`config.mk`:
```
export PLATFORM = sky130hd
export DESIGN_NAME = decimal_seven_segment_serializer
export DESIGN_NICKNAME = d
export VERILOG_FILES = /design/src/rtl/dss_pkg.sv /design/src/rtl/dss_ctrl.sv /design/src/rtl/dss_datapath.sv /design/src/rtl/decimal_seven_segment_serializer.sv
export SDC_FILE = /design/constraint.sdc
export NUM_CORES = 1
export LEC_CHECK = 0
export BUFFER_PORTS_ARGS = -buffer_cell sky130_fd_sc_hd__buf_4
export CAP_MARGIN = 20
export CORE_MARGIN = 3
export CORE_UTILIZATION = 28
export CTS_CLUSTER_SIZE = 16
export DETAILED_ROUTE_END_ITERATION = 16
export GPL_TIMING_DRIVEN = 0
export PLACE_DENSITY = 0.53
export SLEW_MARGIN = 0
export SYNTH_ARGS = -nofsm -noshare
export SYNTH_HDL_FRONTEND = slang
export SYNTH_SLANG_ARGS = --single-unit
export TNS_END_PERCENT = 30
```
`constraint.sdc`:
```
create_clock -name clk_i -period 8.5 [get_ports clk_i]
set_clock_uncertainty 0.05 [all_clocks]
set_input_delay 1.7 -clock clk_i [delete_from_list [all_inputs] [get_ports clk_i]]
set_output_delay 1.7 -clock clk_i [all_outputs]
set_load 0.02 [all_outputs]
```
`src/rtl/dss_pkg.sv`:
```
// Shared types, constants and segment table for the decimal seven-segment serializer.
`default_nettype none
package dss_pkg;

  localparam int unsigned DefMaxDigits = 8;

  // Reciprocal of ten for 16-bit operands: q = (v * DivMagic) >> DivShift
  localparam logic [15:0] DivMagic = 16'hCCCD;
  localparam int unsigned DivShift = 19;

  typedef enum logic [1:0] {
    ST_IDLE,
    ST_SHIFT,
    ST_LATCH
  } state_e;

  // Commands from controller to datapath
  typedef struct packed {
    logic load;       // capture a new input transfer
    logic shift;      // a serial bit transfer completed
    logic show_bits;  // output carries real shifted bits
  } dss_cmd_t;

  // Status from datapath to controller
  typedef struct packed {
    logic in_zero;    // incoming digit count is zero
    logic bit_last;   // current bit is the last of its byte
    logic digit_last; // current byte is the last digit
  } dss_status_t;

  // Active-low segment code, bits dp,g,f,e,d,c,b,a
  function automatic logic [7:0] seg_code(input logic [3:0] digit);
    logic [7:0] code;
    unique case (digit)
      4'd0: code = 8'hC0;
      4'd1: code = 8'hF9;
      4'd2: code = 8'hA4;
      4'd3: code = 8'hB0;
      4'd4: code = 8'h99;
      4'd5: code = 8'h92;
      4'd6: code = 8'h82;
      4'd7: code = 8'hF8;
      4'd8: code = 8'h80;
      4'd9: code = 8'h98;
      default: code = 8'h00;
    endcase
    return code;
  endfunction

endpackage
`default_nettype wire

```
`src/rtl/dss_ctrl.sv`:
```
// Controller state machine for the decimal seven-segment serializer.
`default_nettype none
module dss_ctrl (
  input  wire logic                 clk_i,
  input  wire logic                 rst_ni,
  input  wire logic                 in_valid_i,
  output logic                      in_stall_o,
  output logic                      out_valid_o,
  input  wire logic                 out_stall_i,
  input  wire dss_pkg::dss_status_t status_i,
  output dss_pkg::dss_cmd_t         cmd_o
);
  import dss_pkg::*;

  state_e state_q, state_d;

  // Hold the state
  always_ff @(posedge clk_i or negedge rst_ni) begin
    if (!rst_ni) begin
      state_q <= ST_IDLE;
    end else begin
      state_q <= state_d;
    end
  end

  // Next state
  always_comb begin
    state_d = state_q;
    unique case (state_q)
      ST_IDLE: begin
        if (in_valid_i) begin
          state_d = status_i.in_zero ? ST_LATCH : ST_SHIFT;
        end
      end
      ST_SHIFT: begin
        if (!out_stall_i && status_i.bit_last && status_i.digit_last) begin
          state_d = ST_IDLE;
        end
      end
      ST_LATCH: begin
        if (!out_stall_i) begin
          state_d = ST_IDLE;
        end
      end
      default: state_d = ST_IDLE;
    endcase
  end

  // Outputs and datapath commands
  always_comb begin
    in_stall_o      = 1'b1;
    out_valid_o     = 1'b0;
    cmd_o.load      = 1'b0;
    cmd_o.shift     = 1'b0;
    cmd_o.show_bits = 1'b0;
    unique case (state_q)
      ST_IDLE: begin
        in_stall_o = 1'b0;
        cmd_o.load = in_valid_i;
      end
      ST_SHIFT: begin
        out_valid_o     = 1'b1;
        cmd_o.show_bits = 1'b1;
        cmd_o.shift     = !out_stall_i;
      end
      ST_LATCH: begin
        out_valid_o = 1'b1;
      end
      default: begin
        in_stall_o = 1'b1;
      end
    endcase
  end

endmodule
`default_nettype wire

```
`src/rtl/dss_datapath.sv`:
```
// Datapath: divide-by-ten digit extraction, segment shift register and counters.
`default_nettype none
module dss_datapath #(
  parameter int unsigned MaxDigits = dss_pkg::DefMaxDigits
) (
  input  wire logic              clk_i,
  input  wire logic              rst_ni,
  input  wire logic [15:0]       value_i,
  input  wire logic [3:0]        digit_count_i,
  input  wire logic              display_select_i,
  input  wire dss_pkg::dss_cmd_t cmd_i,
  output dss_pkg::dss_status_t   status_o,
  output logic                   display_id_o,
  output logic                   serial_bit_o,
  output logic                   bit_valid_o,
  output logic                   latch_pulse_o
);
  import dss_pkg::*;

  localparam int unsigned CntW = $clog2(MaxDigits + 1);
  localparam logic [3:0]  MaxCnt4 = 4'(MaxDigits);

  logic [15:0]     value_q, value_d;
  logic [7:0]      seg_q, seg_d;
  logic            id_q, id_d;
  logic [2:0]      bit_q, bit_d;
  logic [CntW-1:0] left_q, left_d;

  logic [15:0]     div_in;
  logic [31:0]     prod;
  logic [15:0]     quot;
  logic [15:0]     rem;
  logic [CntW-1:0] count_sat;

  // Divide by ten through the reciprocal, remainder by subtraction
  assign div_in = cmd_i.load ? value_i : value_q;
  assign prod   = {16'b0, div_in} * {16'b0, DivMagic};
  assign quot   = 16'(prod[31:DivShift]);
  assign rem    = div_in - ({quot[12:0], 3'b000} + {quot[14:0], 1'b0});

  // Clamp the digit count
  assign count_sat = (digit_count_i > MaxCnt4) ? CntW'(MaxDigits) : CntW'(digit_count_i);

  assign status_o.in_zero    = (digit_count_i == 4'd0);
  assign status_o.bit_last   = (bit_q == 3'd7);
  assign status_o.digit_last = (left_q == CntW'(1));

  // Load a transfer, advance bits, fetch the next digit at a byte end
  always_comb begin
    value_d = value_q;
    seg_d   = seg_q;
    id_d    = id_q;
    bit_d   = bit_q;
    left_d  = left_q;
    priority if (cmd_i.load) begin
      value_d = quot;
      seg_d   = seg_code(rem[3:0]);
      id_d    = display_select_i;
      bit_d   = 3'd0;
      left_d  = count_sat;
    end else if (cmd_i.shift) begin
      bit_d = bit_q + 3'd1;
      if (status_o.bit_last) begin
        left_d  = left_q - CntW'(1);
        value_d = quot;
        seg_d   = seg_code(rem[3:0]);
      end else begin
        seg_d = {seg_q[6:0], 1'b0};
      end
    end else begin
      // hold everything
      bit_d = bit_q;
    end
  end

  // Control counters
  always_ff @(posedge clk_i or negedge rst_ni) begin
    if (!rst_ni) begin
      bit_q  <= 3'd0;
      left_q <= '0;
    end else begin
      bit_q  <= bit_d;
      left_q <= left_d;
    end
  end

  // Payload registers
  always_ff @(posedge clk_i) begin
    value_q <= value_d;
    seg_q   <= seg_d;
    id_q    <= id_d;
  end

  // Drive the result fields
  assign display_id_o  = id_q;
  assign serial_bit_o  = cmd_i.show_bits & seg_q[7];
  assign bit_valid_o   = cmd_i.show_bits;
  assign latch_pulse_o = cmd_i.show_bits ? (status_o.bit_last & status_o.digit_last) : 1'b1;

endmodule
`default_nettype wire

```
`src/rtl/decimal_seven_segment_serializer.sv`:
```
// Top level of the decimal seven-segment serializer.
//
// Input channel (in_valid_i / in_stall_o) carries a 16-bit value, a digit
// count and a display select. A transfer is taken only while the block is
// idle. The block then sends the value's decimal digits, least significant
// first, as active-low segment bytes, MSB first, one output transfer per bit
// on out_valid_o / out_stall_i. latch_pulse_o marks the final transfer.
// Digit counts above MAX_DIGITS are clamped. A count of zero yields a single
// transfer with bit_valid_o low and latch_pulse_o high.
// Latency: the first bit is offered in the cycle after the input transfer.
// Each number takes count*8 output transfers (one for a zero count), and
// the next input is taken only after a return to idle; the bit shifter
// emits one bit per cycle unless stalled, and the divide-by-ten unit makes the
// next digit in the same cycle as the last bit of a byte.
// A stall from the receiver freezes the current bit and all counters.
// Reset returns the controller to idle with no output pending.
`default_nettype none
module decimal_seven_segment_serializer #(
  parameter int unsigned MAX_DIGITS = dss_pkg::DefMaxDigits
) (
  input  wire logic        clk_i,
  input  wire logic        rst_ni,
  input  wire logic        in_valid_i,
  output logic             in_stall_o,
  input  wire logic [15:0] value_i,
  input  wire logic [3:0]  digit_count_i,
  input  wire logic        display_select_i,
  output logic             out_valid_o,
  input  wire logic        out_stall_i,
  output logic             display_id_o,
  output logic             serial_bit_o,
  output logic             bit_valid_o,
  output logic             latch_pulse_o
);
  import dss_pkg::*;

  dss_cmd_t    cmd;
  dss_status_t status;

  // Sequence the transfers
  dss_ctrl u_ctrl (
    .clk_i       (clk_i),
    .rst_ni      (rst_ni),
    .in_valid_i  (in_valid_i),
    .in_stall_o  (in_stall_o),
    .out_valid_o (out_valid_o),
    .out_stall_i (out_stall_i),
    .status_i    (status),
    .cmd_o       (cmd)
  );

  // Digits, segments and serial bits
  dss_datapath #(
    .MaxDigits (MAX_DIGITS)
  ) u_datapath (
    .clk_i            (clk_i),
    .rst_ni           (rst_ni),
    .value_i          (value_i),
    .digit_count_i    (digit_count_i),
    .display_select_i (display_select_i),
    .cmd_i            (cmd),
    .status_o         (status),
    .display_id_o     (display_id_o),
    .serial_bit_o     (serial_bit_o),
    .bit_valid_o      (bit_valid_o),
    .latch_pulse_o    (latch_pulse_o)
  );

`ifndef ASSERT_OFF
  // A completed latch transfer ends the number
  a_latch_ends: assert property (@(posedge clk_i) disable iff (!rst_ni)
    out_valid_o && !out_stall_i && latch_pulse_o |=> !in_stall_o && !out_valid_o)
    else $error("latch transfer did not return to idle");

  // A result without a real bit is only the latch strobe
  a_empty_is_latch: assert property (@(posedge clk_i) disable iff (!rst_ni)
    out_valid_o && !bit_valid_o |-> latch_pulse_o)
    else $error("non-bit result without latch");

  // An accepted input is followed by a result
  a_accept_offers: assert property (@(posedge clk_i) disable iff (!rst_ni)
    in_valid_i && !in_stall_o |=> out_valid_o)
    else $error("no result after input transfer");

  // A zero digit count gives the latch alone
  a_zero_count: assert property (@(posedge clk_i) disable iff (!rst_ni)
    in_valid_i && !in_stall_o && digit_count_i == 4'd0 |=> !bit_valid_o && latch_pulse_o)
    else $error("zero count did not give a lone latch");
`endif

endmodule
`default_nettype wire
```
==> results.yml, run 1 <==
clock_network:
  clkLatencyLatePin_ns: 0.28
  cts_sinks: 31
  htree_num_levels: 2
  clock_path_buffers: 2
  clk_pin_slew_ns: 0.05
  cts_buffers: 5
  cts_tree: "done"
  root_buffer: "clkbuf_16"
die:
  ios: 31
  die_w_um: 155.7
  initial_utilization_pct: 28.65
  dieArea_mm2: 0.02423
  floorplan.rows: 54
  core_area_mm2: 0.02189
  fp.dieH_um: 155.7
yosys:
  synth.most_common_cell: "inv_1"
  synth_area_leaders: "ha_1, fa_1, edfxtp_1"
  synth_top_area_cell: "ha_1"
  syn_area_mm2: 0.006271
  synth_commonest_cells: "inv_1, ha_1, fa_1, nand2_1, a21oi_1"
  ys.warnings.count: 0
  synth-edff-count: 22
  synth.distinct_cells: 53
  syn_avg_cell_area_um2: 9.738
  synth_nets: 889
  synth_seq_cells: 31
  netlist_instances: 644
  synth_top_area_share_pct: 27.93
  yosysSeqAreaShare_pct: 14.13
  synth_async_sr_flop_share_pct: 29.03
  synthFlopType: "edfxtp_1"
drt:
  firstDrtPassIters: 4
  vias: 4371
  antenna_left: 0
  via_per_inst: 4.511
  drt-initial-drc-count: 162
  drt-total-wl_um: 14050
  wire_per_inst_um: 14.50
  drc: 0
critical_path:
  cp_slowest_cell: "fa_1"
  cp.required_ns: 8.57
  critical_path_buf_inv_count: 8
  critPathLaunchType: "input port"
  timing_worst_setup_path_type: "in -> reg"
  critical-path-top-delay-family: "adder cells"
  worstSetupEndpointType: "flip-flop"
  r2r_end: "u_datapath.seg_q[3]$_DFFE_PP_"
  cp_data_arrival_time_ns: 8.29
  r2r-start: "u_ctrl.state_q[0]$_DFFE_PN0P_"
  reg2regPathDepth: 27
  ff2ff_setup_slack_ns: 1.07
  critPathMostFrequentCell: "inv_1"
  max_stage_delay_ns: 0.58
  cp_max_fo: 10
timing:
  max_freq_mhz: 121.6
  setup_viol: 0
  hold_viol: 0
  worst_slew_pin_slew_ns: 0.6554
  period_minus_slack_ns: 8.224
  holdWs_ns: 0.4653
  tns_ns: 0
  timing.final.crit_share_pct: 96.75
  rsz0062_at_grt: "no"
  slew_violations: 0
  relSlewSlack_pct: 56.14
global_routing:
  grt-ovfl-total: 0
  grt_first_pass_wirelength_um: 23920
  grt_max_degree: 15
  antenna_found_initial: 0
  grtUsageTotal_pct: 12.30
  grt_pass1_vias: 4643
min_path:
  hp-start: "u_ctrl.state_q[0]$_DFFE_PN0P_"
  min_to: "u_ctrl.state_q[0]$_DFFE_PN0P_"
  hold_depth: 2
  hp-class: "reg -> reg"
layout:
  layout.nets: 933
  area_growth_pct: 17.58
  n_antenna_cell: 0
  final_cells: 969
  drive_above_1_share_pct: 13.06
placed_design:
  port_buffers: 30
  dpl.cell_count: 954
  dpl.hpwl_um: 12450
  gp_congestion: 0.8491
outcome:
  status: "finished, final reports clean"
flow_run:
  drv_cap: 0
[how the worst max path moves through the flow]
stage	start	endpoint	slack, ns	depth (start not counted)
after floorplan	in_valid_i	u_datapath.seg_q[4]$_DFFE_PP_	0.24	29
after global placement	in_valid_i	u_datapath.seg_q[4]$_DFFE_PP_	-1.30	30
after detailed placement	in_valid_i	u_datapath.seg_q[4]$_DFFE_PP_	-1.32	30
after CTS	in_valid_i	u_datapath.seg_q[4]$_DFFE_PP_	-0.02	29
after global routing	in_valid_i	u_datapath.seg_q[3]$_DFFE_PP_	0.003	23
final	in_valid_i	u_datapath.seg_q[3]$_DFFE_PP_	0.28	26
[registers in the layout, indices dropped and copies added (netlist names)]
signal                   flops
u_datapath.value_q          13
u_datapath.seg_q             8
u_datapath.left_q            4
u_datapath.bit_q             3
u_ctrl.state_q               2
u_datapath.display_id_o      1
[cell type report]
type / instances / area, um^2
Buffer: 2 / 22.52
Clock buffer: 6 / 138.9
Clock inverter: 2 / 35.03
Fill cell: 2311 / 14520
Inverter: 174 / 658.1
Multi-Input combinational cell: 436 / 4997
Sequential cell: 31 / 885.9
Tap cell: 280 / 350.3
Timing Repair Buffer: 38 / 285.3
[timing repair]
action                     CTS  global route
pin swaps                    2             5
hold buffers                 0             0
setup endpoints to repair   15            12
setup buffers                2             6
gates resized for setup     29            26
[placed cells by master (no fill, tap or decap), types with 7 or more instances in the layout]
cell      instances
mux2i_4           8
ha_1            133
fa_1             80
inv_1           171
xor2_1            7
o21ai_0          14
nor2_1           21
dfrtp_1           9
a21oi_1          22
nand2_1          39
xnor2_1          16
nand3_1           7
edfxtp_1         22
buf_4            39
[stage by stage]
step           setup WS, ns  utilization, %  instance area (um^2)
6_report             0.2762           33.68                  7373
3_5_place_dp         -1.321           31.28                  6847
3_3_place_gp         -1.302           31.28                  6847
2_1_floorplan        0.2388               -                  6271
4_1_cts            -0.01879           32.76                  7171
5_1_grt            0.003182           33.68                  7373
[logic make-up after synthesis]
family	synth area share, %
xor gates and xnor gates	4.290
adders and majority gates	53.47
AOI/OAI and AO/OA	7.522
buffers and inverters	10.63
and+or+nand+nor	8.200
DFF	14.13
muxes	1.756
[metal layers]
layer	up-vias	part of all wire [%]	track usage [%]
met4	0	0.88	1.334
li1	2163	-	-
met2	59	47	20.52
met5	-	0	0
met3	10	2.5	1.415
met1	2139	49	17.83
[tightest hold or removal path, cell delays in order, from the launching register on]
cell and delay [ns]:
dfrtp_1 0.37, nand2_1 0.05, o21ai_0 0.06
Power of run 1 is left out: the tool's default activity adds up to more than one toggle a clock period on the data nets, which glitch-free logic cannot reach.
==> run 2: changes to the inputs <==
--- a/config.mk
+++ b/config.mk
@@ -14,5 +14,5 @@
 export GPL_TIMING_DRIVEN = 0
 export PLACE_DENSITY = 0.53
-export SLEW_MARGIN = 0
+export SLEW_MARGIN = 20
 export SYNTH_ARGS = -nofsm -noshare
 export SYNTH_HDL_FRONTEND = slang
==> constraint.sdc (replaced) <==
create_clock -name clk_i -period 8.5 [get_ports clk_i]
set_clock_uncertainty 0.05 [all_clocks]
set_input_delay 0.85 -clock clk_i [delete_from_list [all_inputs] [get_ports clk_i]]
set_output_delay 0.85 -clock clk_i [all_outputs]
set_load 0.02 [all_outputs]
==> run 2 against run 1 <==
Compared with the run above: clock-buffer cell count unchanged; die area did not move; wire length down 1.7%; via count is 1.8% lower; register-to-register slack worse by 0.63 ns; first-iteration DRC count increased by 20%; flip-flop and latch count stayed put.
==> results.yml, run 2 (same netlist as run 1, synthesis figures left out) <==
outcome:
  status: "finished, final reports clean"
layout:
  final_cell_mix: "inv_1, ha_1, fa_1, nand2_1, buf_4"
  n_antenna_cell: 0
  area_growth_pct: 12.99
  largest_register: "u_datapath.value_q"
  drive_above_1_share_pct: 8.517
  seq_area_um2: 885.9
  reg_top3: "u_datapath.value_q: 13 flops, u_datapath.seg_q: 8 flops, u_datapath.left_q: 4 flops"
  largest_register_ffs: 13
  n_fill_cell: 2338
  multi_input_area_mm2: 0.004780
  post-route-cell-area_mm2: 0.007086
  final_common_cell: "inv_1"
  layout.nets: 925
drt:
  antenna_left: 0
  vias: 4293
  drt-total-wl_um: 13810
  drt-initial-drc-count: 194
  dr.max_layer_used: "met4"
  firstDrtPassIters: 4
  drt-met1-wl_um: 6883
  wire_per_inst_um: 14.37
  via_per_inst: 4.467
  drc: 0
  wl_met2_um: 6492
  met3_length_um: 324
clock_network:
  clkLatencyLatePin_ns: 0.28
  cts_buffers: 5
  clk_pin_slew_ns: 0.05
  cts_sinks: 31
  root_buffer: "clkbuf_16"
  clock_path_buffers: 2
  postCtsSetupBuffers: 0
  htree_num_levels: 2
  cts_hold_buffers: 0
  cts_tree: "done"
global_routing:
  grtUsageTotal_pct: 12.22
  grt_first_pass_wirelength_um: 23740
  antenna_found_initial: 0
  grt_max_degree: 15
  grt-ovfl-total: 0
  grt_pass1_vias: 4620
timing:
  max_freq_mhz: 124.0
  slew_violations: 0
  timing.final.crit_share_pct: 94.88
  rsz0062_at_grt: "no"
  worst_slew_pin_slew_ns: 0.6697
  setup_viol: 0
  relSlewSlack_pct: 55.19
  period_minus_slack_ns: 8.065
  hold_viol: 0
die:
  floorplan.rows: 54
  initial_utilization_pct: 28.65
  fp.dieH_um: 155.7
  die_w_um: 155.7
  core_area_mm2: 0.02189
  dieArea_mm2: 0.02423
  ios: 31
placed_design:
  dpl.hpwl_um: 12450
  dpl_cell_area_mm2: 0.006847
  port_buffers: 30
  gp_congestion: 0.8491
critical_path:
  worstSetupEndpointType: "flip-flop"
  critPathLaunchType: "input port"
  cp_data_arrival_time_ns: 8.13
  timing_worst_setup_path_type: "in -> reg"
  cp.required_ns: 8.57
  cp_max_fo: 10
min_path:
  hp-class: "in -> async"
flow_run:
  drv_cap: 0
[run 2: path summary, 6_finish.rpt]
kind	startpoint	end	slack [ns]	depth (start not counted)
setup / recovery	in_valid_i	u_datapath.seg_q[3]$_DFFE_PP_	0.44	27
hold / removal	rst_ni	u_datapath.left_q[2]$_DFFE_PN0P_	0.34	1
setup reg to reg	u_ctrl.state_q[0]$_DFFE_PN0P_	u_datapath.seg_q[3]$_DFFE_PP_	0.44	28
hold reg to reg	u_ctrl.state_q[0]$_DFFE_PN0P_	u_ctrl.state_q[0]$_DFFE_PN0P_	0.47	2
max in group asynchronous	rst_ni	u_ctrl.state_q[0]$_DFFE_PN0P_	7.91	1
min in group clk_i	u_ctrl.state_q[0]$_DFFE_PN0P_	u_ctrl.state_q[0]$_DFFE_PN0P_	0.47	2
[run 2: cell type report]
class	instances	area share (%)
Timing Repair Buffer	30	3.179
Buffer	2	0.2119
Clock inverter	2	0.4944
Sequential cell	31	12.50
Clock buffer	6	1.960
Tap cell	280	4.944
Inverter	174	9.253
Multi-Input combinational cell	436	67.46
[run 2: timing repair]
item	in CTS	in global routing
pin swaps	0	1
resized for setup	3	12
hold endpoints to repair	0	0
endpoints found under the setup margin	8	8
[run 2: critical path: stages]
cell,delay (ns)
buf_4,0.13
nand2_4,0.17
clkbuf_4,0.29
mux2i_2,0.42
inv_1,0.20
ha_1,0.43
fa_1,0.52
inv_1,0.05
fa_1,0.46
fa_1,0.55
inv_1,0.06
fa_1,0.53
inv_1,0.06
fa_1,0.59
inv_1,0.06
ha_1,0.38
o21ai_0,0.13
o221ai_1,0.15
a21oi_1,0.24
o21ai_2,0.18
xor2_1,0.19
ha_2,0.45
nand2_1,0.07
nand4_1,0.14
nand2_1,0.15
or4_1,0.49
a31oi_1,0.19
[run 2: metrics by stage]
stage          instances  utilization, %  TNS [ns]  worst slack, ns  hold slack (ns)
6_report             961           32.37         0           0.4353           0.3429
4_1_cts              962           32.12         0          0.01160           0.3464
3_3_place_gp         954           31.28    -2.979          -0.4517           0.4575
3_5_place_dp         954           31.28    -3.299          -0.4707           0.4529
2_1_floorplan        644               -         0            1.089           0.4268
5_1_grt              961           32.37         0         0.002526           0.3478
[run 2: metal layers]
| layer | up-vias | global-route usage [%] |
|---|---|---|
| met2 | 42 | 20.39 |
| li1 | 2149 | - |
| met1 | 2092 | 17.72 |
| met5 | - | 0 |
| met4 | 0 | 1.292 |
| met3 | 10 | 1.387 |
Power of run 2 is left out for the same reason.
